--- src/hdl/fixed_partition_fit_allocator_macros.svh ---
// Assertion macros shared by the allocator RTL
`ifndef FIXED_PARTITION_FIT_ALLOCATOR_MACROS_SVH
`define FIXED_PARTITION_FIT_ALLOCATOR_MACROS_SVH

// Same-cycle implication, sampled on clk, off during rst
`define FPFA_ASSERT_IMP(name, ante, cons) \
  name: assert property (@(posedge clk) disable iff (rst) (ante) |-> (cons)) \
    else $error("fpfa: same-cycle check failed");

// Next-cycle implication, sampled on clk, off during rst
`define FPFA_ASSERT_NEXT(name, ante, cons) \
  name: assert property (@(posedge clk) disable iff (rst) (ante) |=> (cons)) \
    else $error("fpfa: next-cycle check failed");

`endif

--- src/hdl/fpfa_pkg.sv ---
// Package: sizes, codes and shared types of the fit allocator
package fpfa_pkg;

  // Storage sizing
  localparam int NUM_SLOTS  = 16;
  localparam int SIZE_BITS  = 16;
  localparam int SLOT_BITS  = (NUM_SLOTS > 1) ? $clog2(NUM_SLOTS) : 1;
  localparam int COUNT_BITS = $clog2(NUM_SLOTS + 1);
  localparam int SUM_BITS   = SIZE_BITS + COUNT_BITS;

  // Fixed field widths of the words
  localparam int FUNC_W   = 2;
  localparam int SLOT_W   = 4;
  localparam int SIZE_W   = 16;
  localparam int LEFT_W   = 16;
  localparam int TOTAL_W  = 20;
  localparam logic [TOTAL_W-1:0] TOTAL_MAX = '1;

  // Configuration port
  localparam int APB_DATA_W = 32;
  localparam int APB_ADDR_W = 3;
  localparam int POLICY_W   = 2;
  localparam int BCOUNT_W   = 5;
  localparam logic REG_POLICY = 1'b0;
  localparam logic REG_COUNT  = 1'b1;
  localparam logic [BCOUNT_W-1:0] BCOUNT_RESET = BCOUNT_W'(16);

  // Function codes of an input word
  typedef enum logic [FUNC_W-1:0] {
    FUNC_LOAD    = 2'd0,
    FUNC_CLEAR   = 2'd1,
    FUNC_REQUEST = 2'd2
  } func_t;

  // Fit policy codes
  localparam logic [POLICY_W-1:0] POLICY_FIRST = 2'd0;
  localparam logic [POLICY_W-1:0] POLICY_BEST  = 2'd1;
  localparam logic [POLICY_W-1:0] POLICY_WORST = 2'd2;

  // Settings handed from the register block to the datapath
  typedef struct packed {
    logic [POLICY_W-1:0]   policy;
    logic [COUNT_BITS-1:0] lim;
  } cfg_t;

endpackage

--- src/hdl/fpfa_if.sv ---
// Valid/ready channel interfaces for request and result words
interface fpfa_req_if;
  import fpfa_pkg::*;
  logic              valid;
  logic              ready;
  logic [FUNC_W-1:0] func;
  logic [SLOT_W-1:0] block_slot;
  logic [SIZE_W-1:0] size_value;
  modport source(output valid, func, block_slot, size_value, input ready);
  modport sink(input valid, func, block_slot, size_value, output ready);
endinterface

interface fpfa_rsp_if;
  import fpfa_pkg::*;
  logic               valid;
  logic               ready;
  logic               granted;
  logic [SLOT_W-1:0]  chosen_block;
  logic [LEFT_W-1:0]  leftover;
  logic [TOTAL_W-1:0] unfilled_total;
  modport source(output valid, granted, chosen_block, leftover, unfilled_total,
                 input ready);
  modport sink(input valid, granted, chosen_block, leftover, unfilled_total,
               output ready);
endinterface

--- src/hdl/fixed_partition_fit_allocator.sv ---
// Fixed-partition allocator: a word loads a slot size, frees all slots, or
// requests a block by first, best or worst fit among the first block_count
// slots, and every word returns one result carrying grant, slot, leftover and
// the total size of free slots. Block sizes live in a 16-entry RAM with a
// registered read; used bits are flops. Each word is handled in a read
// scan of the RAM that also sums the free sizes, one slot per cycle, over
// the first block_count slots (a count above 16 counts as 16; with no slots
// active the scan is skipped). A result still waiting in the output
// register holds the word at commit until it is taken. The scan length is
// set by the single RAM read port. A new word is taken while the previous
// result still waits in the output register.
// Reading a slot whose size was never loaded gives an unspecified value.
`include "fixed_partition_fit_allocator_macros.svh"

module fixed_partition_fit_allocator (
  input  logic                            clk,
  input  logic                            rst,
  fpfa_req_if.sink                        req,
  fpfa_rsp_if.source                      rsp,
  input  logic                            psel,
  input  logic                            penable,
  input  logic                            pwrite,
  input  logic [fpfa_pkg::APB_ADDR_W-1:0] paddr,
  input  logic [fpfa_pkg::APB_DATA_W-1:0] pwdata,
  output logic [fpfa_pkg::APB_DATA_W-1:0] prdata,
  output logic                            pready
);
  import fpfa_pkg::*;

  typedef enum logic [2:0] {
    ST_IDLE   = 3'b001,
    ST_SCAN   = 3'b010,
    ST_COMMIT = 3'b100
  } state_t;

  cfg_t                  cfg;
  state_t                state;
  logic [FUNC_W-1:0]     func_q;
  logic [SIZE_BITS-1:0]  size_q;
  logic [COUNT_BITS-1:0] issue_idx;
  logic                  chk_valid;
  logic [SLOT_BITS-1:0]  chk_idx;
  logic                  found;
  logic [SLOT_BITS-1:0]  pick_idx;
  logic [SIZE_BITS-1:0]  pick_size;
  logic [SUM_BITS-1:0]   acc;
  logic [NUM_SLOTS-1:0]  used_map;

  logic                  accept;
  logic                  out_free;
  logic                  ram_we;
  logic                  ram_re;
  logic [SLOT_BITS-1:0]  ram_raddr;
  logic [SIZE_BITS-1:0]  ram_rdata;
  logic                  slot_free;
  logic                  fits;
  logic                  take;
  logic                  last_chk;
  logic [SUM_BITS-1:0]   total_after;

  fpfa_cfg u_cfg (
    .clk     (clk),
    .rst     (rst),
    .psel    (psel),
    .penable (penable),
    .pwrite  (pwrite),
    .paddr   (paddr),
    .pwdata  (pwdata),
    .prdata  (prdata),
    .pready  (pready),
    .cfg     (cfg)
  );

  // block size store
  fpfa_ram #(.WIDTH(SIZE_BITS), .DEPTH(NUM_SLOTS)) u_sizes (
    .clk   (clk),
    .we    (ram_we),
    .waddr (SLOT_BITS'(req.block_slot)),
    .wdata (SIZE_BITS'(req.size_value)),
    .re    (ram_re),
    .raddr (ram_raddr),
    .rdata (ram_rdata)
  );

  // handshake and RAM control
  assign req.ready = (state == ST_IDLE);
  assign accept    = req.valid && req.ready;
  assign out_free  = !rsp.valid || rsp.ready;
  assign ram_we    = accept && (req.func == FUNC_LOAD) && (32'(req.block_slot) < NUM_SLOTS);
  assign ram_re    = (state == ST_SCAN) && (issue_idx < cfg.lim);
  assign ram_raddr = issue_idx[SLOT_BITS-1:0];

  // per-slot check on returned read data
  assign slot_free = !used_map[chk_idx];
  assign fits      = slot_free && (ram_rdata >= size_q) && (func_q == FUNC_REQUEST);
  assign take      = fits && (!found ||
                     ((cfg.policy == POLICY_BEST)  && (ram_rdata < pick_size)) ||
                     ((cfg.policy == POLICY_WORST) && (ram_rdata > pick_size)));
  assign last_chk  = (COUNT_BITS'(chk_idx) + COUNT_BITS'(1)) == cfg.lim;

  // free total after the grant is taken out
  assign total_after = found ? (acc - SUM_BITS'(pick_size)) : acc;

  // sequencer, scan registers and used bits
  always_ff @(posedge clk) begin
    if (rst) begin
      state     <= ST_IDLE;
      chk_valid <= 1'b0;
      found     <= 1'b0;
      used_map  <= '0;
      rsp.valid <= 1'b0;
    end else begin
      // commit reloads the output register itself
      if (rsp.valid && rsp.ready && (state != ST_COMMIT)) begin
        rsp.valid <= 1'b0;
      end
      case (state)
        ST_IDLE: begin
          if (accept) begin
            func_q    <= req.func;
            size_q    <= SIZE_BITS'(req.size_value);
            issue_idx <= '0;
            chk_valid <= 1'b0;
            found     <= 1'b0;
            pick_idx  <= '0;
            pick_size <= '0;
            acc       <= '0;
            if (ram_we) begin
              used_map[SLOT_BITS'(req.block_slot)] <= 1'b0;
            end
            if (req.func == FUNC_CLEAR) begin
              used_map <= '0;
            end
            state <= (cfg.lim == '0) ? ST_COMMIT : ST_SCAN;
          end
        end
        ST_SCAN: begin
          if (ram_re) begin
            issue_idx <= issue_idx + COUNT_BITS'(1);
          end
          chk_valid <= ram_re;
          chk_idx   <= ram_raddr;
          if (chk_valid) begin
            if (slot_free) begin
              acc <= acc + SUM_BITS'(ram_rdata);
            end
            if (take) begin
              found     <= 1'b1;
              pick_idx  <= chk_idx;
              pick_size <= ram_rdata;
            end
            if (last_chk) begin
              state <= ST_COMMIT;
            end
          end
        end
        ST_COMMIT: begin
          if (out_free) begin
            rsp.valid        <= 1'b1;
            rsp.granted      <= found;
            rsp.chosen_block <= found ? SLOT_W'(pick_idx) : '0;
            rsp.leftover     <= found ? LEFT_W'(pick_size - size_q) : '0;
            if (total_after > SUM_BITS'(TOTAL_MAX)) begin
              rsp.unfilled_total <= TOTAL_MAX;
            end else begin
              rsp.unfilled_total <= TOTAL_W'(total_after);
            end
            if (found) begin
              used_map[pick_idx] <= 1'b1;
            end
            state <= ST_IDLE;
          end
        end
        default: state <= ST_IDLE;
      endcase
    end
  end

  // checks
  `FPFA_ASSERT_IMP(a_pick_in_range, (state == ST_COMMIT) && found, COUNT_BITS'(pick_idx) < cfg.lim)
  `FPFA_ASSERT_IMP(a_no_underflow, (state == ST_COMMIT) && found, pick_size >= size_q)
  `FPFA_ASSERT_IMP(a_check_in_range, chk_valid, COUNT_BITS'(chk_idx) < cfg.lim)
  `FPFA_ASSERT_NEXT(a_grant_marks, (state == ST_COMMIT) && out_free && found, used_map[$past(pick_idx)])

endmodule

--- src/hdl/fpfa_ram.sv ---
// Generic single-write, single-read RAM with registered read data
module fpfa_ram #(
  parameter int WIDTH = 16,
  parameter int DEPTH = 16
) (
  input  logic                                     clk,
  input  logic                                     we,
  input  logic [((DEPTH > 1) ? $clog2(DEPTH) : 1)-1:0] waddr,
  input  logic [WIDTH-1:0]                         wdata,
  input  logic                                     re,
  input  logic [((DEPTH > 1) ? $clog2(DEPTH) : 1)-1:0] raddr,
  output logic [WIDTH-1:0]                         rdata
);

  logic [WIDTH-1:0] mem [DEPTH];

  // write port
  always_ff @(posedge clk) begin
    if (we) begin
      mem[waddr] <= wdata;
    end
  end

  // registered read port
  always_ff @(posedge clk) begin
    if (re) begin
      rdata <= mem[raddr];
    end
  end

endmodule

--- src/hdl/fpfa_cfg.sv ---
// APB register block: fit policy and active slot count
module fpfa_cfg (
  input  logic                             clk,
  input  logic                             rst,
  input  logic                             psel,
  input  logic                             penable,
  input  logic                             pwrite,
  input  logic [fpfa_pkg::APB_ADDR_W-1:0]  paddr,
  input  logic [fpfa_pkg::APB_DATA_W-1:0]  pwdata,
  output logic [fpfa_pkg::APB_DATA_W-1:0]  prdata,
  output logic                             pready,
  output fpfa_pkg::cfg_t                   cfg
);
  import fpfa_pkg::*;

  logic [POLICY_W-1:0] fit_policy;
  logic [BCOUNT_W-1:0] block_count;
  logic                wr_en;
  logic                reg_sel;

  assign pready  = 1'b1;
  assign wr_en   = psel && penable && pwrite;
  assign reg_sel = paddr[2];

  // register writes; low address bits ignored
  always_ff @(posedge clk) begin
    if (rst) begin
      fit_policy  <= POLICY_FIRST;
      block_count <= BCOUNT_RESET;
    end else if (wr_en) begin
      case (reg_sel)
        REG_POLICY: fit_policy  <= pwdata[POLICY_W-1:0];
        REG_COUNT:  block_count <= pwdata[BCOUNT_W-1:0];
        default: ;
      endcase
    end
  end

  // read back
  always_comb begin
    case (reg_sel)
      REG_POLICY: prdata = APB_DATA_W'(fit_policy);
      REG_COUNT:  prdata = APB_DATA_W'(block_count);
      default:    prdata = '0;
    endcase
  end

  // clamp the count to the slots that exist
  always_comb begin
    cfg.policy = fit_policy;
    if (32'(block_count) > NUM_SLOTS) begin
      cfg.lim = COUNT_BITS'(NUM_SLOTS);
    end else begin
      cfg.lim = COUNT_BITS'(block_count);
    end
  end

endmodule
--- src/flat_wrapper.sv ---
// flat-port wrapper written by rule: the top's interface ports become plain ports
module fixed_partition_fit_allocator_flat import fpfa_pkg::*;
  (clk, rst, psel, penable, pwrite, paddr, pwdata, prdata, pready, req_valid, req_func, req_block_slot, req_size_value, req_ready, rsp_valid, rsp_granted, rsp_chosen_block, rsp_leftover, rsp_unfilled_total, rsp_ready);
  fpfa_req_if req_i ();
  fpfa_rsp_if rsp_i ();
  input  logic clk;
  input  logic rst;
  input  logic psel;
  input  logic penable;
  input  logic pwrite;
  input  logic [fpfa_pkg::APB_ADDR_W-1:0] paddr;
  input  logic [fpfa_pkg::APB_DATA_W-1:0] pwdata;
  output logic [fpfa_pkg::APB_DATA_W-1:0] prdata;
  output logic pready;
  input wire logic [$bits(req_i.valid)-1:0] req_valid;
  input wire logic [$bits(req_i.func)-1:0] req_func;
  input wire logic [$bits(req_i.block_slot)-1:0] req_block_slot;
  input wire logic [$bits(req_i.size_value)-1:0] req_size_value;
  output wire logic [$bits(req_i.ready)-1:0] req_ready;
  output wire logic [$bits(rsp_i.valid)-1:0] rsp_valid;
  output wire logic [$bits(rsp_i.granted)-1:0] rsp_granted;
  output wire logic [$bits(rsp_i.chosen_block)-1:0] rsp_chosen_block;
  output wire logic [$bits(rsp_i.leftover)-1:0] rsp_leftover;
  output wire logic [$bits(rsp_i.unfilled_total)-1:0] rsp_unfilled_total;
  input wire logic [$bits(rsp_i.ready)-1:0] rsp_ready;
  assign req_i.valid = req_valid;
  assign req_i.func = req_func;
  assign req_i.block_slot = req_block_slot;
  assign req_i.size_value = req_size_value;
  assign req_ready = req_i.ready;
  assign rsp_valid = rsp_i.valid;
  assign rsp_granted = rsp_i.granted;
  assign rsp_chosen_block = rsp_i.chosen_block;
  assign rsp_leftover = rsp_i.leftover;
  assign rsp_unfilled_total = rsp_i.unfilled_total;
  assign rsp_i.ready = rsp_ready;
  fixed_partition_fit_allocator u_core (.clk(clk), .rst(rst), .req(req_i), .rsp(rsp_i), .psel(psel), .penable(penable), .pwrite(pwrite), .paddr(paddr), .pwdata(pwdata), .prdata(prdata), .pready(pready));
endmodule
--- config.mk ---
export PLATFORM = sky130hd
export DESIGN_NAME = fixed_partition_fit_allocator_flat
export DESIGN_NICKNAME = d
export VERILOG_FILES = /design/src/hdl/fpfa_pkg.sv /design/src/hdl/fpfa_if.sv /design/src/hdl/fixed_partition_fit_allocator.sv /design/src/hdl/fpfa_ram.sv /design/src/hdl/fpfa_cfg.sv /design/src/flat_wrapper.sv
export VERILOG_INCLUDE_DIRS = /design/src /design/src/hdl
export SDC_FILE = /design/constraint.sdc
export NUM_CORES = 1
export LEC_CHECK = 0
export ABC_AREA = 1
export BUFFER_PORTS_ARGS = -buffer_cell sky130_fd_sc_hd__buf_2
export CAP_MARGIN = 10
export CORE_UTILIZATION = 40
export DETAILED_ROUTE_END_ITERATION = 16
export HOLD_SLACK_MARGIN = 0.15
export PLACE_DENSITY = 0.56
export SYNTH_ARGS = -nofsm -noshare
export SYNTH_HDL_FRONTEND = slang
export SYNTH_HIERARCHICAL = 1
export SYNTH_SLANG_ARGS = --single-unit
--- constraint.sdc ---
create_clock -name clk -period 4.3 [get_ports clk]
set_clock_uncertainty 0.15 [all_clocks]
set_input_delay 0.645 -clock clk [delete_from_list [all_inputs] [get_ports clk]]
set_output_delay 0.645 -clock clk [all_outputs]
set_load 0.005 [all_outputs]
==> impl_metrics.csv, run 1 <==
group,metric,value,unit
worst_setup_path,worst-setup-path-type,"reg2reg",
cts,clock_path_buffers,3,
floorplanning,die_h,233,um
sta,fin_tns_setup,0,ns
sta,finalMaxSlewViolations,0,
final_layout,finish.instance_area,23900,um2
sta,finalCritPeriodShare,0.738,
logic_synthesis,ys_ff_latch,410,
logic_synthesis,synth_compound_area_frac,0.0662,
logic_synthesis,synthCells,2331,
routing,vias_per_cell,4.92,
sta,relSlewSlack,0.369,
final_layout,antenna_cells,0,
routing,wl_per_cell,16.1,um
floorplanning,coreArea,52600,um2
floorplanning,start_util,0.405,
cts,clk_pin_slew_worst_paths,0.06,ns
floorplanning,rows,84,
routing,final_antenna_net_count,0,
grt,antenna_found_initial,0,
placement,gp_congestion,0.866,
final_layout,drive_gt1_frac,0.0815,
worst_setup_path,required,4.42,ns
logic_synthesis,yosys.area.top_type,"edfxtp_1",
grt,grt_max_degree,87,
final_layout,nNetsFinal,2570,
sta,rsz0062_at_grt,"false",
worst_setup_path,arrival,3.29,ns
hold_path,min_path_type,"in2reg",
sta,max_freq,315,MHz
grt,grt_pass1_vias,14800,
logic_synthesis,yosysTopAreaCellShare,0.537,
hold_path,holdPathStages,5,
worst_setup_path,critPathTopFamily,"simple AND/OR/NAND/NOR gates",
logic_synthesis,synth_area_leaders,"edfxtp_1 54%, nand2_1 11%, inv_1 6.7%",
logic_synthesis,netlist_area,21300,um2
power_and_ir_drop,powerDensity,506,nW/um2
logic_synthesis,synth_xor_area_frac,0.00776,
final_layout,nFillCells,4996,
run_status,status,"complete, no violations",
grt,grt-ovfl-total,0,
logic_synthesis,yosys_warnings,6,
cts,clkSinkCount,410,
worst_setup_path,crit_path_end_kind,"flip-flop",
cts,insertion_delay,0.59,ns
floorplanning,dieWidth,233,um
routing,drt_pass1_iterations,5,
worst_setup_path,max_stage_delay,0.63,ns
cts,cts_buffers,46,
worst_setup_path,path_common_cell,"nand2_1",
worst_setup_path,path_max_fanout,20,
logic_synthesis,synth_top_family_by_area,"simple AND/OR/NAND/NOR gates",
placement,dpl-instance-area,22300,um2
placement,io_buffer_count,82,
routing,drc,0,
power_and_ir_drop,p_leak,10.5,nW
worst_setup_path,crit_path_top_delay_cell,"xor2_2",
worst_setup_path,cp.buffers_inverters,1,
worst_setup_path,cp_cell_sequence,"ha_1 > fa_1 > inv_1 > nand3_1 > nand3_1 > nand4_1 > nand2_1 > nand2_1 > nand2_1 > xor2_2 > o21ai_1",
sta,worst_pin_slew,0.945,ns
power_and_ir_drop,peakVddDrop,0.414,mV
sta,min_period,3.17,ns
floorplanning,ios,140,
logic_synthesis,syn_area_per_cell,9.14,um2
worst_setup_path,rrSetupSlack,1.13,ns
sta,setup_viol_count_final,0,
cts,tritoncts,"yes",
worst_setup_path,rr_endpoint,"u_core/rsp.unfilled_total[5]",
hold_path,whs_endpoint,"u_core/u_cfg/block_count[3]",
logic_synthesis,muxShareOfSynthArea,0,
floorplanning,fp.dieArea,54200,um2
grt,grt_pass1_wl,79900,um
logic_synthesis,yosys.area_share.simple,0.210,
routing,vias,15500,
cts,post_cts_buffers,0,
worst_setup_path,ff2ff_path_depth,11,
cts,htree_num_levels,2,
routing,wl,50600,um
sta,timing.final.hold_violations,0,
final_layout,area_delta_synth_final,12.0,%
hold_path,hold_start,"pwdata[3]",
routing,drtIter0Drc,1094,
cts,cts_root_buf,"clkbuf_16",
grt,grt_usage,0.188,
logic_synthesis,synth_adder_area_share,0.0528,
worst_setup_path,r2r_start,"u_core/pick_size[0]",
final_layout,fin_util,0.454,
run,cap_viol_max_count,0,
placement,dp_hpwl,34500,um
logic_synthesis,ys_types,45,
logic_synthesis,yosysSeqAreaShare,0.565,
worst_setup_path,startpoint_type,"flip-flop",
where the power goes:
group          switching [mW]  internal [mW]  leakage, nW  total [mW]
combinational            2.26           1.00         6.02        3.26
clock                    1.62           2.34        0.747        3.96
sequential              0.180           4.66         3.70        4.84
cells in the final DEF, fill, tap and decap left out, drive strengths merged, types with 20 or more instances in the layout:
cell,instances
nor2,157
clkinv,20
nand4,28
a21oi,133
dfxtp,29
edfxtp,381
buf,114
nand3,255
inv,388
clkbuf,60
o21ai,82
nand2,605
conb,28
ha,85
timing repair:
item | in CTS | in global routing
hold buffers | 3 | 0
hold endpoints to repair | 3 | 0
resized for setup | 0 | 0
layout make-up:
cell class	instances	area [um2]	share of cell area
inverters	388	1460	0.0613
clock inverters	25	268	0.0112
flip-flops and latches	410	12000	0.504
clock buffers	60	1270	0.0531
well taps	688	861	0.0361
multi-input cells	1455	7280	0.305
repair buffers	117	693	0.0291
worst max path at each step:
| stage | end | start | cells after the start | slack, ns |
|---|---|---|---|---|
| 2_1_floorplan | u_core/rsp.chosen_block[0] | rst | 2 | 1.21 |
| 3_3_place_gp | u_core/rsp.unfilled_total[18] | u_core/pick_size[0] | 11 | 1.17 |
| 3_5_place_dp | u_core/rsp.unfilled_total[5] | u_core/pick_size[0] | 11 | 1.11 |
| 4_1_cts | u_core/rsp.unfilled_total[5] | u_core/pick_size[0] | 11 | 1.10 |
| 5_1_grt | u_core/rsp.unfilled_total[5] | u_core/pick_size[0] | 11 | 0.85 |
| 6_report | u_core/rsp.unfilled_total[5] | u_core/pick_size[0] | 11 | 1.13 |
logic make-up after synthesis:
group                    after synthesis
AND/OR/NAND/NOR                     1064
other                                  2
adder cells (fa/ha/maj)               88
buffers and inverters                492
XOR/XNOR                              18
AO/OA/AOI/OAI                        257
flip-flops                           410
cell usage after synthesis, drive strengths merged:
cell     number
and3          1
nand2       605
a211oi        1
o211ai        4
a21boi        2
and2          2
a221oi        1
o22ai         2
o31ai         2
inv         388
o21ai        82
nand3       255
nand4        28
nor2        157
a21oi       133
clkbuf       22
o221ai        2
o2111ai       2
nand3b        4
edfxtp      381
buf          82
xor2         15
nor3         10
or2           2
conb          2
o21a          7
a31oi         7
fa            3
dfxtp        29
a21o          7
ha           85
o21bai        5
xnor2         3
flip-flops by register name (all words and copies together) (netlist names), 2 cells and up:
| name | cells |
|---|---|
| u_core/func_q | 2 |
| u_core/pick_size | 16 |
| u_core/pick_idx | 4 |
| u_core/u_cfg/fit_policy | 2 |
| u_core/u_sizes/mem | 256 |
| u_core/size_q | 16 |
| u_core/state | 3 |
| u_core/chk_idx | 4 |
| u_core/rsp.chosen_block | 4 |
| u_core/u_sizes/rdata | 16 |
| u_core/issue_idx | 5 |
| u_core/rsp.unfilled_total | 20 |
| u_core/used_map | 16 |
| u_core/acc | 21 |
| u_core/u_cfg/block_count | 5 |
| u_core/rsp.leftover | 16 |
per-stage QoR:
| stage | hold WS (ns) | setup slack (ns) | total power, mW | cells |
|---|---|---|---|---|
| 2_1_floorplan | 0.295 | 1.21 | 7.30 | 2357 |
| 3_3_place_gp | 0.303 | 1.17 | 8.10 | 3055 |
| 3_5_place_dp | 0.311 | 1.11 | 8.16 | 3055 |
| 4_1_cts | 0.200 | 1.10 | 12.2 | 3143 |
| 5_1_grt | 0.219 | 0.853 | 12.8 | 3143 |
| 6_report | 0.227 | 1.13 | 12.1 | 3143 |
worst register-to-register path, delay by kind of cell, from the launching register on:
family,cells,cell delay [ns]
compound gates,1,0.17
xor+xnor,1,0.64
fa+ha+maj,2,0.67
buf+inv,1,0.07
flops,1,0.44
simple gates,6,0.75
layer usage:
layer	vias to the layer above	wire (um)	track usage
met5	-	0	0
met4	0	907	0.0498
met3	61	2030	0.0228
met2	326	24400	0.319
met1	7249	23300	0.255
li1	7817	-	-
No activity file was read; power rests on OpenSTA's default activity.
==> inputs of run 2 (changes only) <==
==> constraint.sdc (replaced) <==
create_clock -name clk -period 2.9 [get_ports clk]
set_clock_uncertainty 0.15 [all_clocks]
set_input_delay 0.435 -clock clk [delete_from_list [all_inputs] [get_ports clk]]
set_output_delay 0.435 -clock clk [all_outputs]
set_load 0.005 [all_outputs]
==> run 2 against run 1 <==
  * Cell count rose by 1.6%
  * Clock power rose by 44%
  * Non-clock buffer count rose by 48
  * Register-to-register slack got worse by 0.87 ns
  * Total power rose by 48%
  * First-iteration DRC count rose by 4.9%
  * Combinational power rose by 53%
  * Critical endpoint is now u_core/rsp.unfilled_total[11]
==> impl_metrics.csv, run 2 (same netlist as run 1, synthesis figures left out) <==
group,metric,value,unit
worst_setup_path,max_stage_delay,0.43,ns
sta,relSlewSlack,0.525,
worst_setup_path,worst-setup-path-type,"reg2reg",
worst_setup_path,crit_path_top_delay_cell,"edfxtp_1",
floorplanning,dieWidth,233,um
worst_setup_path,cp.buffers_inverters,2,
worst_setup_path,cp_cell_sequence,"ha_1 > fa_1 > inv_1 > nand3_1 > nand3_2 > nand4_1 > nand2_1 > nand2_1 > nand2_1 > xor2_2 > buf_12 > nand3_1",
final_layout,nFillCells,4952,
routing,drt_pass1_iterations,5,
final_layout,largestRegisters,"u_core/u_sizes/mem: 256 flops, u_core/acc: 21 flops, u_core/rsp.unfilled_total: 20 flops",
cts,tritoncts,"yes",
grt,grt-ovfl-total,0,
final_layout,mostFrequentLayoutCells,"605 x nand2_1, 381 x edfxtp_1, 380 x inv_1",
grt,grt_max_degree,83,
floorplanning,start_util,0.405,
placement,gp_congestion,0.901,
worst_setup_path,arrival,2.82,ns
sta,worst_slack,0.258,ns
worst_setup_path,rrSetupSlack,0.26,ns
grt,antenna_found_initial,0,
sta,timing.final.hold_violations,0,
power_and_ir_drop,powerDensity,734,nW/um2
cts,clk_pin_slew_worst_paths,0.06,ns
sta,rsz0062_at_grt,"false",
cts,htree_num_levels,2,
worst_setup_path,startpoint_type,"flip-flop",
sta,worst_pin_slew,0.712,ns
grt,grt_usage,0.191,
cts,insertion_delay,0.59,ns
placement,dpl_worst_slack,0.174,ns
routing,drc,0,
sta,max_freq,379,MHz
sta,fin_tns_setup,0,ns
placement,dp_hpwl,34600,um
worst_setup_path,required,3.08,ns
routing,wl_per_cell,15.9,um
floorplanning,die_h,233,um
final_layout,area_delta_synth_final,14.3,%
worst_setup_path,path_common_cell,"nand2_1",
placement,io_buffer_count,82,
run_status,status,"complete, no violations",
routing,drtIter0Drc,1148,
worst_setup_path,path_max_fanout,20,
final_layout,nNetsFinal,2619,
sta,min_period,2.64,ns
final_layout,layout_commonest_cell,"nand2_1",
grt,grt_pass1_vias,15100,
final_layout,drive_gt1_frac,0.0838,
final_layout,regMostFlops,"u_core/u_sizes/mem",
cts,post_cts_buffers,0,
floorplanning,fp.dieArea,54200,um2
grt,grt_pass1_wl,81100,um
routing,final_antenna_net_count,0,
routing,vias,15800,
routing,wl,50900,um
sta,finalMaxSlewViolations,0,
cts,clkSinkCount,410,
sta,setup_viol_count_final,0,
power_and_ir_drop,p_leak,10.7,nW
worst_setup_path,critPathTopFamily,"simple AND/OR/NAND/NOR gates",
cts,clock_path_buffers,3,
floorplanning,rows,84,
cts,cts_buffers,47,
worst_setup_path,crit_path_end_kind,"flip-flop",
floorplanning,ios,140,
power_and_ir_drop,peakVddDrop,0.500,mV
final_layout,largest_register_ffs,256,
cts,cts_root_buf,"clkbuf_16",
sta,finalCritPeriodShare,0.911,
routing,vias_per_cell,4.93,
final_layout,antenna_cells,0,
hold_path,min_path_type,"in2reg",
floorplanning,coreArea,52600,um2
run,cap_viol_max_count,0,
## run 2: tightest hold or removal path: stages
cell and delay (ns):
buf_2 0.11, nand3_2 0.13, nor2_8 0.05, nor2_1 0.11
nor2_1 0.06
## run 2: final timing paths
path / startpoint / cells after the start / to
min reg2reg: u_core/used_map[2] / 2 / u_core/used_map[2]
min: penable / 5 / u_core/u_cfg/block_count[3]
max: u_core/pick_size[0] / 12 / u_core/rsp.unfilled_total[11]
max reg2reg: u_core/pick_size[0] / 12 / u_core/rsp.unfilled_total[11]
## run 2: timing repair
| action | CTS | global route |
|---|---|---|
| hold buffers | 39 | 0 |
| endpoints found under the hold margin | 284 | 0 |
| setup endpoints to repair | 0 | 21 |
| gates resized for setup | 0 | 2 |
## run 2: metrics by stage
stage	power, mW	std cells	hold WS, ns	area, um2	utilization
2_1_floorplan	10.8	2357	0.295	21400	-
3_3_place_gp	12.1	3067	0.305	22500	0.428
3_5_place_dp	12.2	3067	0.318	22500	0.428
4_1_cts	18.0	3194	0.153	24300	0.463
5_1_grt	19.0	3194	0.191	24300	0.463
6_report	17.9	3194	0.205	24300	0.463
## run 2: final cells by class
class                      instances  area, um2  share of cell area
timing repair buffer             165       1230              0.0506
inverter                         388       1460              0.0601
tap                              688        861              0.0354
clock inverter                    27        233             0.00956
sequential                       410      12000               0.494
multi-input combinational       1455       7290               0.299
clock buffer                      61       1250              0.0513
## run 2: where the power goes
part,internal [mW],switching (mW)
combinational,1.61,3.39
sequential,6.90,0.265
clock,3.32,2.39
## run 2: per-layer routing
layer	wire length (um)	GRT usage	vias to the layer above
li1	-	-	7904
met1	23000	0.252	7417
met2	24600	0.327	368
met3	2250	0.0249	73
met4	1000	0.0556	0
met5	0	0	-
